**src/hdl/kdfp_pkg.sv**
```systemverilog
`timescale 1ns / 1ps
// Shared types, constants and the mode lookup for the metadata block parser.
package kdfp_pkg;

  // Parser phase, one-hot.
  typedef enum logic [3:0] {
    PH_PREAMBLE = 4'b0001,
    PH_HEADER   = 4'b0010,
    PH_VALUE    = 4'b0100,
    PH_DONE     = 4'b1000
  } kdfp_phase_e;

  // Result status codes.
  localparam logic [1:0] ST_OK      = 2'd0;
  localparam logic [1:0] ST_FORMAT  = 2'd1;
  localparam logic [1:0] ST_VERSION = 2'd2;

  // Configuration register indexes.
  localparam logic CFG_FLAG_BITS = 1'b0;
  localparam logic CFG_KEY_SIZE  = 1'b1;

  // Known TLV types.
  localparam logic [15:0] TYPE_TIME_COST = 16'h0001;
  localparam logic [15:0] TYPE_MEMORY    = 16'h0002;
  localparam logic [15:0] TYPE_LANES     = 16'h0003;
  localparam logic [15:0] TYPE_KEY_SIZE  = 16'h0004;
  localparam logic [15:0] TYPE_REVISION  = 16'h0005;
  localparam logic [15:0] TYPE_MODE      = 16'h0010;

  // Value lengths of the known types.
  localparam logic [31:0] LEN_WORD = 32'd4;
  localparam logic [31:0] LEN_MODE = 32'd2;

  // Preamble version word: major 1, minor 0.
  localparam logic [31:0] VERSION_1_0 = 32'h0000_0001;

  // Defaults of the parsed values.
  localparam logic [31:0] DEF_TIME_COST = 32'd3;
  localparam logic [31:0] DEF_MEMORY    = 32'd65536;
  localparam logic [31:0] DEF_LANES     = 32'd1;
  localparam logic [31:0] DEF_REVISION  = 32'h0000_0013;
  localparam logic [3:0]  DEF_MODE_BITS = 4'h1;

  // Configuration reset values.
  localparam logic [3:0]  RST_FLAG_BITS = 4'h1;
  localparam logic [31:0] RST_KEY_SIZE  = 32'd32;

  // Composite-mode codes at or above this are invalid.
  localparam logic [15:0] MODE_CODE_LIMIT = 16'd15;

  // One input word.
  typedef struct packed {
    logic [7:0] data_byte;
    logic       last_byte;
    logic       empty_block;
  } kdfp_item_t;

  // Configuration seen by the parser.
  typedef struct packed {
    logic [3:0]  flag_bits;
    logic [31:0] key_size;
  } kdfp_cfg_t;

  // One result; status sits in the lowest bits.
  typedef struct packed {
    logic        mode_seen;
    logic        want_token;
    logic        want_keyfile;
    logic        want_biometric;
    logic        want_password;
    logic [15:0] mode_code;
    logic [31:0] kdf_revision;
    logic [31:0] lanes;
    logic [31:0] memory_kib;
    logic [31:0] time_cost;
    logic [1:0]  status;
  } kdfp_result_t;

  // Factor set (bit0 password .. bit3 token) of a valid composite-mode code.
  function automatic logic [3:0] mode_factors(input logic [3:0] code);
    logic [3:0] f;
    case (code)
      4'd0:    f = 4'h1;
      4'd1:    f = 4'h2;
      4'd2:    f = 4'h3;
      4'd3:    f = 4'h5;
      4'd4:    f = 4'h9;
      4'd5:    f = 4'h7;
      4'd6:    f = 4'hB;
      4'd7:    f = 4'hD;
      4'd8:    f = 4'hF;
      4'd9:    f = 4'h4;
      4'd10:   f = 4'h8;
      4'd11:   f = 4'h6;
      4'd12:   f = 4'hA;
      4'd13:   f = 4'hC;
      4'd14:   f = 4'hE;
      default: f = 4'h0;
    endcase
    return f;
  endfunction

endpackage

```
**src/hdl/kdfp_in_reg.sv**
```systemverilog
`timescale 1ns / 1ps
// Input register stage that holds one accepted word until the parser takes it.
module kdfp_in_reg (
  input  logic               clk_i,
  input  logic               rst_ni,
  input  logic               in_valid_i,
  output logic               in_ready_o,
  input  kdfp_pkg::kdfp_item_t in_item_i,
  input  logic               pop_i,
  output logic               item_valid_o,
  output kdfp_pkg::kdfp_item_t item_o
);

  logic                 valid_q;
  logic                 run_q;
  kdfp_pkg::kdfp_item_t item_q;

  // The register can take a word when it is empty or drains in this cycle.
  assign in_ready_o   = run_q && (!valid_q || pop_i);
  assign item_valid_o = valid_q;
  assign item_o       = item_q;

  always_ff @(posedge clk_i or negedge rst_ni) begin
    if (!rst_ni) begin
      valid_q <= 1'b0;
      run_q   <= 1'b0;
    end else begin
      run_q <= 1'b1;
      if (in_valid_i && in_ready_o) begin
        valid_q <= 1'b1;
      end else if (pop_i) begin
        valid_q <= 1'b0;
      end
    end
  end

  always_ff @(posedge clk_i) begin
    if (in_valid_i && in_ready_o) begin
      item_q <= in_item_i;
    end
  end

endmodule

```
**src/hdl/kdfp_core.sv**
```systemverilog
`timescale 1ns / 1ps
// Parser state and the single-pass next-state and result logic.
module kdfp_core (
  input  logic                   clk_i,
  input  logic                   rst_ni,
  input  logic                   item_valid_i,
  input  kdfp_pkg::kdfp_item_t   item_i,
  input  logic                   slot_free_i,
  input  kdfp_pkg::kdfp_cfg_t    cfg_i,
  output logic                   pop_o,
  output logic                   res_valid_o,
  output kdfp_pkg::kdfp_result_t res_o
);

  kdfp_pkg::kdfp_phase_e phase_q, phase_d;
  logic [2:0]  bis_q, bis_d;
  logic [31:0] tlvs_q, tlvs_d;
  logic [31:0] vleft_q, vleft_d;
  logic [15:0] ctype_q, ctype_d;
  logic [31:0] hshift_q, hshift_d;
  logic [31:0] vshift_q, vshift_d;
  logic [1:0]  err_q, err_d;
  logic [31:0] cost_q, cost_d;
  logic [31:0] mem_q, mem_d;
  logic [31:0] lanes_q, lanes_d;
  logic [31:0] rev_q, rev_d;
  logic [15:0] mcode_q, mcode_d;
  logic [3:0]  mbits_q, mbits_d;
  logic        mseen_q, mseen_d;

  logic        ends;
  logic        fire;
  logic        len_ok;
  logic        val_ok;
  logic [4:0]  lane_sh;
  logic [3:0]  bits;
  logic [1:0]  status;

  assign ends        = item_i.empty_block || item_i.last_byte;
  assign fire        = item_valid_i && (!ends || slot_free_i);
  assign pop_o       = fire;
  assign res_valid_o = fire && ends;
  assign lane_sh     = {bis_q[1:0], 3'b000};

  always_comb begin
    phase_d  = phase_q;
    bis_d    = bis_q;
    tlvs_d   = tlvs_q;
    vleft_d  = vleft_q;
    ctype_d  = ctype_q;
    hshift_d = hshift_q;
    vshift_d = vshift_q;
    err_d    = err_q;
    cost_d   = cost_q;
    mem_d    = mem_q;
    lanes_d  = lanes_q;
    rev_d    = rev_q;
    mcode_d  = mcode_q;
    mbits_d  = mbits_q;
    mseen_d  = mseen_q;
    len_ok   = 1'b1;
    val_ok   = 1'b1;

    if (!item_i.empty_block) begin
      unique case (phase_q)
        kdfp_pkg::PH_PREAMBLE: begin
          if (!bis_q[2]) begin
            hshift_d = hshift_q | (32'(item_i.data_byte) << lane_sh);
          end else begin
            vshift_d = vshift_q | (32'(item_i.data_byte) << lane_sh);
          end
          bis_d = bis_q + 3'd1;
          if (bis_q == 3'd7) begin
            if (hshift_d != kdfp_pkg::VERSION_1_0) begin
              err_d   = kdfp_pkg::ST_VERSION;
              phase_d = kdfp_pkg::PH_DONE;
            end else begin
              tlvs_d  = vshift_d;
              phase_d = (vshift_d == 32'd0) ? kdfp_pkg::PH_DONE : kdfp_pkg::PH_HEADER;
            end
          end
        end

        kdfp_pkg::PH_HEADER: begin
          if (bis_q == 3'd0) begin
            ctype_d  = {8'h00, item_i.data_byte};
            hshift_d = 32'd0;
          end else if (bis_q == 3'd1) begin
            ctype_d = {item_i.data_byte, ctype_q[7:0]};
          end else if (bis_q[2]) begin
            hshift_d = hshift_q | (32'(item_i.data_byte) << lane_sh);
          end
          bis_d = bis_q + 3'd1;
          if (bis_q == 3'd7) begin
            case (ctype_q) inside
              kdfp_pkg::TYPE_TIME_COST, kdfp_pkg::TYPE_MEMORY, kdfp_pkg::TYPE_LANES,
              kdfp_pkg::TYPE_KEY_SIZE, kdfp_pkg::TYPE_REVISION:
                len_ok = (hshift_d == kdfp_pkg::LEN_WORD);
              kdfp_pkg::TYPE_MODE:
                len_ok = (hshift_d == kdfp_pkg::LEN_MODE);
              default:
                len_ok = 1'b1;
            endcase
            if (!len_ok) begin
              err_d   = kdfp_pkg::ST_FORMAT;
              phase_d = kdfp_pkg::PH_DONE;
            end else begin
              vleft_d  = hshift_d;
              vshift_d = 32'd0;
              if (hshift_d == 32'd0) begin
                // An unknown type with an empty value ends its TLV right here.
                tlvs_d  = tlvs_q - 32'd1;
                phase_d = (tlvs_q == 32'd1) ? kdfp_pkg::PH_DONE : kdfp_pkg::PH_HEADER;
                bis_d   = 3'd0;
              end else begin
                phase_d = kdfp_pkg::PH_VALUE;
              end
            end
          end
        end

        kdfp_pkg::PH_VALUE: begin
          vshift_d = {item_i.data_byte, vshift_q[31:8]};
          vleft_d  = vleft_q - 32'd1;
          if (vleft_q == 32'd1) begin
            case (ctype_q)
              kdfp_pkg::TYPE_TIME_COST: cost_d  = vshift_d;
              kdfp_pkg::TYPE_MEMORY:    mem_d   = vshift_d;
              kdfp_pkg::TYPE_LANES:     lanes_d = vshift_d;
              kdfp_pkg::TYPE_REVISION:  rev_d   = vshift_d;
              kdfp_pkg::TYPE_KEY_SIZE:  val_ok  = (vshift_d == cfg_i.key_size);
              kdfp_pkg::TYPE_MODE: begin
                // The two value bytes land in the upper half of the shifter.
                mcode_d = vshift_d[31:16];
                mseen_d = 1'b1;
                if (vshift_d[31:16] < kdfp_pkg::MODE_CODE_LIMIT) begin
                  mbits_d = kdfp_pkg::mode_factors(vshift_d[19:16]);
                end else begin
                  mbits_d = 4'h0;
                  val_ok  = 1'b0;
                end
              end
              default: val_ok = 1'b1;
            endcase
            if (!val_ok) begin
              err_d   = kdfp_pkg::ST_FORMAT;
              phase_d = kdfp_pkg::PH_DONE;
            end else begin
              tlvs_d  = tlvs_q - 32'd1;
              phase_d = (tlvs_q == 32'd1) ? kdfp_pkg::PH_DONE : kdfp_pkg::PH_HEADER;
              bis_d   = 3'd0;
            end
          end
        end

        kdfp_pkg::PH_DONE: begin
          phase_d = kdfp_pkg::PH_DONE;
        end

        default: begin
          phase_d = kdfp_pkg::PH_DONE;
        end
      endcase
    end

    // Status and factor bits of the block as it stands after this word.
    if (err_d != kdfp_pkg::ST_OK) begin
      status = err_d;
    end else if (phase_d != kdfp_pkg::PH_DONE) begin
      status = kdfp_pkg::ST_FORMAT;
    end else if (mseen_d && (mbits_d != cfg_i.flag_bits)) begin
      status = kdfp_pkg::ST_FORMAT;
    end else begin
      status = kdfp_pkg::ST_OK;
    end
    bits = mseen_d ? mbits_d : cfg_i.flag_bits;

    res_o.status         = status;
    res_o.time_cost      = cost_d;
    res_o.memory_kib     = mem_d;
    res_o.lanes          = lanes_d;
    res_o.kdf_revision   = rev_d;
    res_o.mode_code      = mcode_d;
    res_o.want_password  = bits[0];
    res_o.want_biometric = bits[1];
    res_o.want_keyfile   = bits[2];
    res_o.want_token     = bits[3];
    res_o.mode_seen      = mseen_d;

    // The end of a block returns the parser to its starting state.
    if (ends) begin
      phase_d  = kdfp_pkg::PH_PREAMBLE;
      bis_d    = 3'd0;
      tlvs_d   = 32'd0;
      vleft_d  = 32'd0;
      ctype_d  = 16'd0;
      hshift_d = 32'd0;
      vshift_d = 32'd0;
      err_d    = kdfp_pkg::ST_OK;
      cost_d   = kdfp_pkg::DEF_TIME_COST;
      mem_d    = kdfp_pkg::DEF_MEMORY;
      lanes_d  = kdfp_pkg::DEF_LANES;
      rev_d    = kdfp_pkg::DEF_REVISION;
      mcode_d  = 16'd0;
      mbits_d  = kdfp_pkg::DEF_MODE_BITS;
      mseen_d  = 1'b0;
    end
  end

  always_ff @(posedge clk_i or negedge rst_ni) begin
    if (!rst_ni) begin
      phase_q  <= kdfp_pkg::PH_PREAMBLE;
      bis_q    <= 3'd0;
      tlvs_q   <= 32'd0;
      vleft_q  <= 32'd0;
      ctype_q  <= 16'd0;
      hshift_q <= 32'd0;
      vshift_q <= 32'd0;
      err_q    <= kdfp_pkg::ST_OK;
      cost_q   <= kdfp_pkg::DEF_TIME_COST;
      mem_q    <= kdfp_pkg::DEF_MEMORY;
      lanes_q  <= kdfp_pkg::DEF_LANES;
      rev_q    <= kdfp_pkg::DEF_REVISION;
      mcode_q  <= 16'd0;
      mbits_q  <= kdfp_pkg::DEF_MODE_BITS;
      mseen_q  <= 1'b0;
    end else if (fire) begin
      phase_q  <= phase_d;
      bis_q    <= bis_d;
      tlvs_q   <= tlvs_d;
      vleft_q  <= vleft_d;
      ctype_q  <= ctype_d;
      hshift_q <= hshift_d;
      vshift_q <= vshift_d;
      err_q    <= err_d;
      cost_q   <= cost_d;
      mem_q    <= mem_d;
      lanes_q  <= lanes_d;
      rev_q    <= rev_d;
      mcode_q  <= mcode_d;
      mbits_q  <= mbits_d;
      mseen_q  <= mseen_d;
    end
  end

endmodule

```
**src/hdl/kdfp_out_reg.sv**
```systemverilog
`timescale 1ns / 1ps
// Result register that holds one finished result until the receiver takes it.
module kdfp_out_reg (
  input  logic                   clk_i,
  input  logic                   rst_ni,
  input  logic                   load_i,
  input  kdfp_pkg::kdfp_result_t res_i,
  input  logic                   ready_i,
  output logic                   valid_o,
  output logic                   slot_free_o,
  output kdfp_pkg::kdfp_result_t res_o
);

  logic                   valid_q;
  kdfp_pkg::kdfp_result_t res_q;

  assign valid_o     = valid_q;
  assign res_o       = res_q;
  assign slot_free_o = !valid_q || ready_i;

  always_ff @(posedge clk_i or negedge rst_ni) begin
    if (!rst_ni) begin
      valid_q <= 1'b0;
    end else if (load_i) begin
      valid_q <= 1'b1;
    end else if (ready_i) begin
      valid_q <= 1'b0;
    end
  end

  always_ff @(posedge clk_i) begin
    if (load_i) begin
      res_q <= res_i;
    end
  end

endmodule

```
**src/hdl/kdf_tlv_block_parser.sv**
```systemverilog
`timescale 1ns / 1ps
// Top level of the key-derivation metadata block parser.
//
// Usage: the slave side takes one byte of a metadata block per word. tdata
// carries the byte, tlast marks the final byte of the block, and tuser marks
// a word that carries no byte and ends the block where it stands (this is how
// a zero-length block is closed). Each block end produces exactly one result
// word on the master side with the status and the parsed parameter values.
// Bytes inside a block produce nothing on the master side.
// A word is accepted into the input register and parsed from there by the
// core, which updates the parser state; the result of a block-ending word is
// loaded into the result register once that register is free. Throughput is
// one word per cycle unless a block-ending word waits for the result register.
// Configuration is written through cfg_we_i, cfg_index_i and cfg_wdata_i
// while no block is in flight: index 0 holds the four factor flag bits,
// index 1 the required key size.
// Reset clears the parser to the start of a block, empties both registers,
// and restores flag bits 1 and key size 32. s_axis_tready is low during reset.
// When the receiver stalls, the finished result holds in the result register;
// bytes that end no block keep flowing, and a block-ending word waits in the
// input register until the result register frees up.
module kdf_tlv_block_parser (
  input  logic         clk_i,
  input  logic         rst_ni,
  // Slave side.
  input  logic         s_axis_tvalid,
  output logic         s_axis_tready,
  input  logic [7:0]   s_axis_tdata,   // [7:0] data_byte
  input  logic         s_axis_tlast,   // last_byte
  input  logic         s_axis_tuser,   // [0] empty_block
  // Master side.
  output logic         m_axis_tvalid,
  input  logic         m_axis_tready,
  // [1:0] status, [33:2] time_cost, [65:34] memory_kib, [97:66] lanes,
  // [129:98] kdf_revision, [145:130] mode_code, [146] want_password,
  // [147] want_biometric, [148] want_keyfile, [149] want_token,
  // [150] mode_seen, [151] zero
  output logic [151:0] m_axis_tdata,
  // Configuration write port.
  input  logic         cfg_we_i,
  input  logic         cfg_index_i,
  input  logic [31:0]  cfg_wdata_i
);

  logic [3:0]  flag_bits_q;
  logic [31:0] key_size_q;

  kdfp_pkg::kdfp_item_t   in_item;
  kdfp_pkg::kdfp_item_t   item;
  kdfp_pkg::kdfp_cfg_t    cfg;
  kdfp_pkg::kdfp_result_t core_res;
  kdfp_pkg::kdfp_result_t out_res;
  logic                   item_valid;
  logic                   pop;
  logic                   res_valid;
  logic                   slot_free;

  // Configuration registers.
  always_ff @(posedge clk_i or negedge rst_ni) begin
    if (!rst_ni) begin
      flag_bits_q <= kdfp_pkg::RST_FLAG_BITS;
      key_size_q  <= kdfp_pkg::RST_KEY_SIZE;
    end else if (cfg_we_i) begin
      unique case (cfg_index_i)
        kdfp_pkg::CFG_FLAG_BITS: flag_bits_q <= cfg_wdata_i[3:0];
        kdfp_pkg::CFG_KEY_SIZE:  key_size_q  <= cfg_wdata_i;
        default:                 key_size_q  <= key_size_q;
      endcase
    end
  end

  assign cfg.flag_bits = flag_bits_q;
  assign cfg.key_size  = key_size_q;

  assign in_item.data_byte   = s_axis_tdata;
  assign in_item.last_byte   = s_axis_tlast;
  assign in_item.empty_block = s_axis_tuser;

  kdfp_in_reg u_in_reg (
    .clk_i        (clk_i),
    .rst_ni       (rst_ni),
    .in_valid_i   (s_axis_tvalid),
    .in_ready_o   (s_axis_tready),
    .in_item_i    (in_item),
    .pop_i        (pop),
    .item_valid_o (item_valid),
    .item_o       (item)
  );

  kdfp_core u_core (
    .clk_i        (clk_i),
    .rst_ni       (rst_ni),
    .item_valid_i (item_valid),
    .item_i       (item),
    .slot_free_i  (slot_free),
    .cfg_i        (cfg),
    .pop_o        (pop),
    .res_valid_o  (res_valid),
    .res_o        (core_res)
  );

  kdfp_out_reg u_out_reg (
    .clk_i       (clk_i),
    .rst_ni      (rst_ni),
    .load_i      (res_valid),
    .res_i       (core_res),
    .ready_i     (m_axis_tready),
    .valid_o     (m_axis_tvalid),
    .slot_free_o (slot_free),
    .res_o       (out_res)
  );

  // The result struct is laid out with status in the lowest bits.
  assign m_axis_tdata = {1'b0, out_res};

endmodule

```
**config.mk**
```make
export PLATFORM = sky130hd
export DESIGN_NAME = kdf_tlv_block_parser
export DESIGN_NICKNAME = d
export VERILOG_FILES = /design/src/hdl/kdfp_pkg.sv /design/src/hdl/kdfp_in_reg.sv /design/src/hdl/kdfp_core.sv /design/src/hdl/kdfp_out_reg.sv /design/src/hdl/kdf_tlv_block_parser.sv
export SDC_FILE = /design/constraint.sdc
export NUM_CORES = 1
export LEC_CHECK = 0
export BUFFER_PORTS_ARGS = -buffer_cell sky130_fd_sc_hd__buf_2
export CORE_UTILIZATION = 53
export DETAILED_ROUTE_END_ITERATION = 10
export PLACE_DENSITY = 0.72
export SETUP_SLACK_MARGIN = 0.15
export SLEW_MARGIN = 0
export SYNTH_ARGS = -nofsm -noshare
export SYNTH_HDL_FRONTEND = slang
export SYNTH_HIERARCHICAL = 1
export SYNTH_SLANG_ARGS = --single-unit
```
**constraint.sdc**
```tcl
create_clock -name clk_i -period 5.8 [get_ports clk_i]
set_input_delay 1.16 -clock clk_i [delete_from_list [all_inputs] [get_ports clk_i]]
set_output_delay 1.16 -clock clk_i [all_outputs]
set_load 0.05 [all_outputs]
```
==> results.yml <==
outcome:
  status: "complete, no violations"
setup_path:
  worstPathRequired_ns: 6.29
  path_class: "reg2reg"
  crit_path_start_kind: "flip-flop"
  critical_path_arrival_ns: 4.77
  regToRegSetupSlack_ns: 1.52
  timing.rr.end: "u_core/vshift_q[3]"
  worstPathMaxFanout: 35
  crit_start: "u_core/bis_q[1]"
  r2r_start: "u_core/bis_q[1]"
  r2r_cells: 12
  end_kind: "flip-flop"
timing:
  fin_tns_setup_ns: 0
  fmax_mhz: 233
  fin_crit_sh: 0.739
  layout_setup_ws_ns: 1.52
  slew_headroom: 0.167
  drv_slew: 0
  finalHoldViolCount: 0
  rsz0062_at_grt: "no"
  setup_violations: 0
  fin_skew_ns: 0.0266
  period_needed_ns: 4.28
  worst_pin_slew_ns: 1.25
cts:
  cts_buffers: 52
  cts_hold_buf: 0
  ctsHtreeMaxLevel: 2
  clk_latency_ns: 0.62
  post_cts_buffers: 0
  path_clk_slew_ns: 0.06
  clockRootBuffer: "clkbuf_16"
  cts_tree: "built"
  cts_resized: 0
  clock_path_buffers: 3
  cts.sinks: 502
detailed_routing:
  dr_wl_met3_mm: 6.75
  vias: 19591
  wl_mm: 73.8
  top_layer: "met5"
  wl_met1_mm: 30.1
  ant_nets: 0
  avgRoutedWirePerCell_um: 24.3
  drc: 0
  dr.pass1.iters: 6
  drt-initial-drc-count: 2457
  met2WireLength_mm: 33.8
  via_per_inst: 6.45
global_routing:
  antenna_found_initial: 4
  grt_pass1_vias: 18667
  grt_max_degree: 118
  grt_pass1_wl_mm: 113
  grtUsageTotal: 0.318
  grt_overflow: 0
finish:
  final_common_cell: "dfrtp_1"
  drive_gt1_frac: 0.209
  nets: 2461
  final_cells: 3036
  area_delta_synth_final_pct: 13.1
  final_cell_mix: "dfrtp_1, nand2_1, buf_2"
  diodes: 0
synthesis:
  synth_edf_count: 161
  ys_ff_latch: 502
  syn_area_um2: 24100
  ys.warnings.count: 6
  synth_cell_types: 82
  syn-num-nets: 2351
  synthArstFlopShare: 0.679
  avgSynthCellArea_um2: 10.5
  ys.flop_type: "dfrtp_1"
  synthCells: 2290
  ys_seq_area_frac: 0.554
floorplan:
  start_util: 0.541
  die-area_um2: 46400
  die-height_um: 215
  io_pins: 202
  num_rows: 77
  core-area_um2: 44600
  die_x_um: 215
placement:
  gp_congestion: 0.955
  dp.cells: 2938
  port_buffers: 200
  post-place-ws_ns: 1.72
  dp_hpwl_mm: 49.2
worst_hold_path:
  hold_path_class: "in2async"
power:
  leakage_uw: 0.0118
  cellPowerDensity_nw_per_um2: 361
  peakVddDrop_v: 0.000267
run:
  maxCapViolations: 0
==> sequential cells by signal, indices dropped and copies added, names as in the netlist, 2 cells and up <==
register	flops
key_size_q	32
u_core/bis_q	3
u_core/vleft_q	32
u_core/err_q	2
u_core/tlvs_q	32
u_core/mem_q	32
u_core/ctype_q	16
u_core/phase_q	4
u_in_reg/item_o	10
u_core/rev_q	32
u_core/mbits_q	4
u_core/mcode_q	16
u_core/cost_q	32
u_core/hshift_q	32
flag_bits_q	4
u_core/lanes_q	32
u_core/vshift_q	32
u_out_reg/res_o	151
==> per-layer routing <==
layer,GRT usage,vias up
met5,0,-
met4,0.134,6
met3,0.0650,206
met2,0.490,1107
met1,0.439,9625
li1,-,8647
==> how the worst max path moves through the flow <==
stage	cells after the start	slack [ns]	end
final	12	1.52	u_core/vshift_q[3]
after global routing	12	1.24	u_core/vshift_q[3]
after CTS	12	1.66	u_core/vshift_q[3]
after detailed placement	12	1.72	u_core/vshift_q[3]
after global placement	12	1.84	u_core/vshift_q[3]
after floorplan	4	0.87	u_out_reg/valid_o
==> stage by stage <==
stage / hold slack [ns] / utilization / instance area, µm² / total power [µW]
floorplan: 0.439 / - / 24100 / 5820
global placement: 0.446 / 0.573 / 25600 / 6430
detailed placement: 0.470 / 0.573 / 25600 / 6460
CTS: 0.484 / 0.612 / 27300 / 9860
global route: 0.500 / 0.612 / 27300 / 10200
finish: 0.475 / 0.612 / 27300 / 9850
==> kinds of logic after synthesis <==
logic type | after synthesis | synth area share
simple gates | 676 | 0.134
flops | 502 | 0.554
other cells | 2 | 0.000311
xor+xnor | 37 | 0.0134
mux | 130 | 0.0603
fa+ha+maj | 13 | 0.00674
buf+inv | 252 | 0.0418
compound gates | 678 | 0.189
==> power breakdown <==
group	internal [µW]	switching, µW
Sequential	4010	289
Combinational	530	1610
Clock	1980	1430
Total	6520	3330
==> cell usage after synthesis (6+ instances only) <==
library cell | instances | area share
clkbuf_1 | 162 | 0.025
edfxtp_1 | 161 | 0.20
o31ai_1 | 40 | 0.012
a21oi_1 | 133 | 0.028
or4_1 | 6 | 0.0019
nor4_1 | 49 | 0.013
dfrtp_1 | 330 | 0.34
buf_4 | 6 | 0.0019
inv_1 | 59 | 0.0092
a22o_1 | 150 | 0.054
nand3_1 | 22 | 0.0046
and3_1 | 7 | 0.0018
buf_2 | 15 | 0.0031
or3_1 | 11 | 0.0029
a221o_1 | 6 | 0.0025
a31oi_1 | 38 | 0.0098
a211oi_1 | 6 | 0.0019
o211ai_1 | 10 | 0.0031
o21ai_1 | 11 | 0.0023
o21ai_0 | 178 | 0.037
nand4_1 | 18 | 0.0047
o21bai_1 | 6 | 0.0019
dfstp_2 | 11 | 0.012
a31o_2 | 11 | 0.0040
nand2_1 | 301 | 0.047
o221ai_1 | 27 | 0.0098
mux2_2 | 124 | 0.058
o22ai_1 | 6 | 0.0016
mux2i_1 | 6 | 0.0025
nor2b_1 | 19 | 0.0049
nor2_1 | 119 | 0.019
a41o_1 | 7 | 0.0029
buf_1 | 6 | 0.00093
nor3_1 | 49 | 0.010
xor2_1 | 32 | 0.012
nand2b_1 | 16 | 0.0041
and2_1 | 17 | 0.0044
ha_1 | 13 | 0.0067
==> worst max-delay path, cell delays in order (launching register included) <==
cell and delay [ns]:
dfrtp_1 0.63, inv_1 0.25, ha_1 0.18, buf_4 0.37
nor2b_1 0.08, a221o_1 0.32, nor4_1 0.49, nand2_1 0.21
o31ai_4 0.32, and3_1 0.32, o21ai_4 0.23, buf_4 0.35
o41ai_1 0.38
==> layout make-up <==
class / instances / area [µm²]
inverters: 60 / 230
multi-input cells: 1536 / 9810
well taps: 592 / 741
flip-flops and latches: 502 / 13400
clock buffers: 66 / 1400
fillers: 3581 / 17300
clock inverters: 32 / 345
repair buffers: 248 / 1400
(Power assumes the default switching activity.)
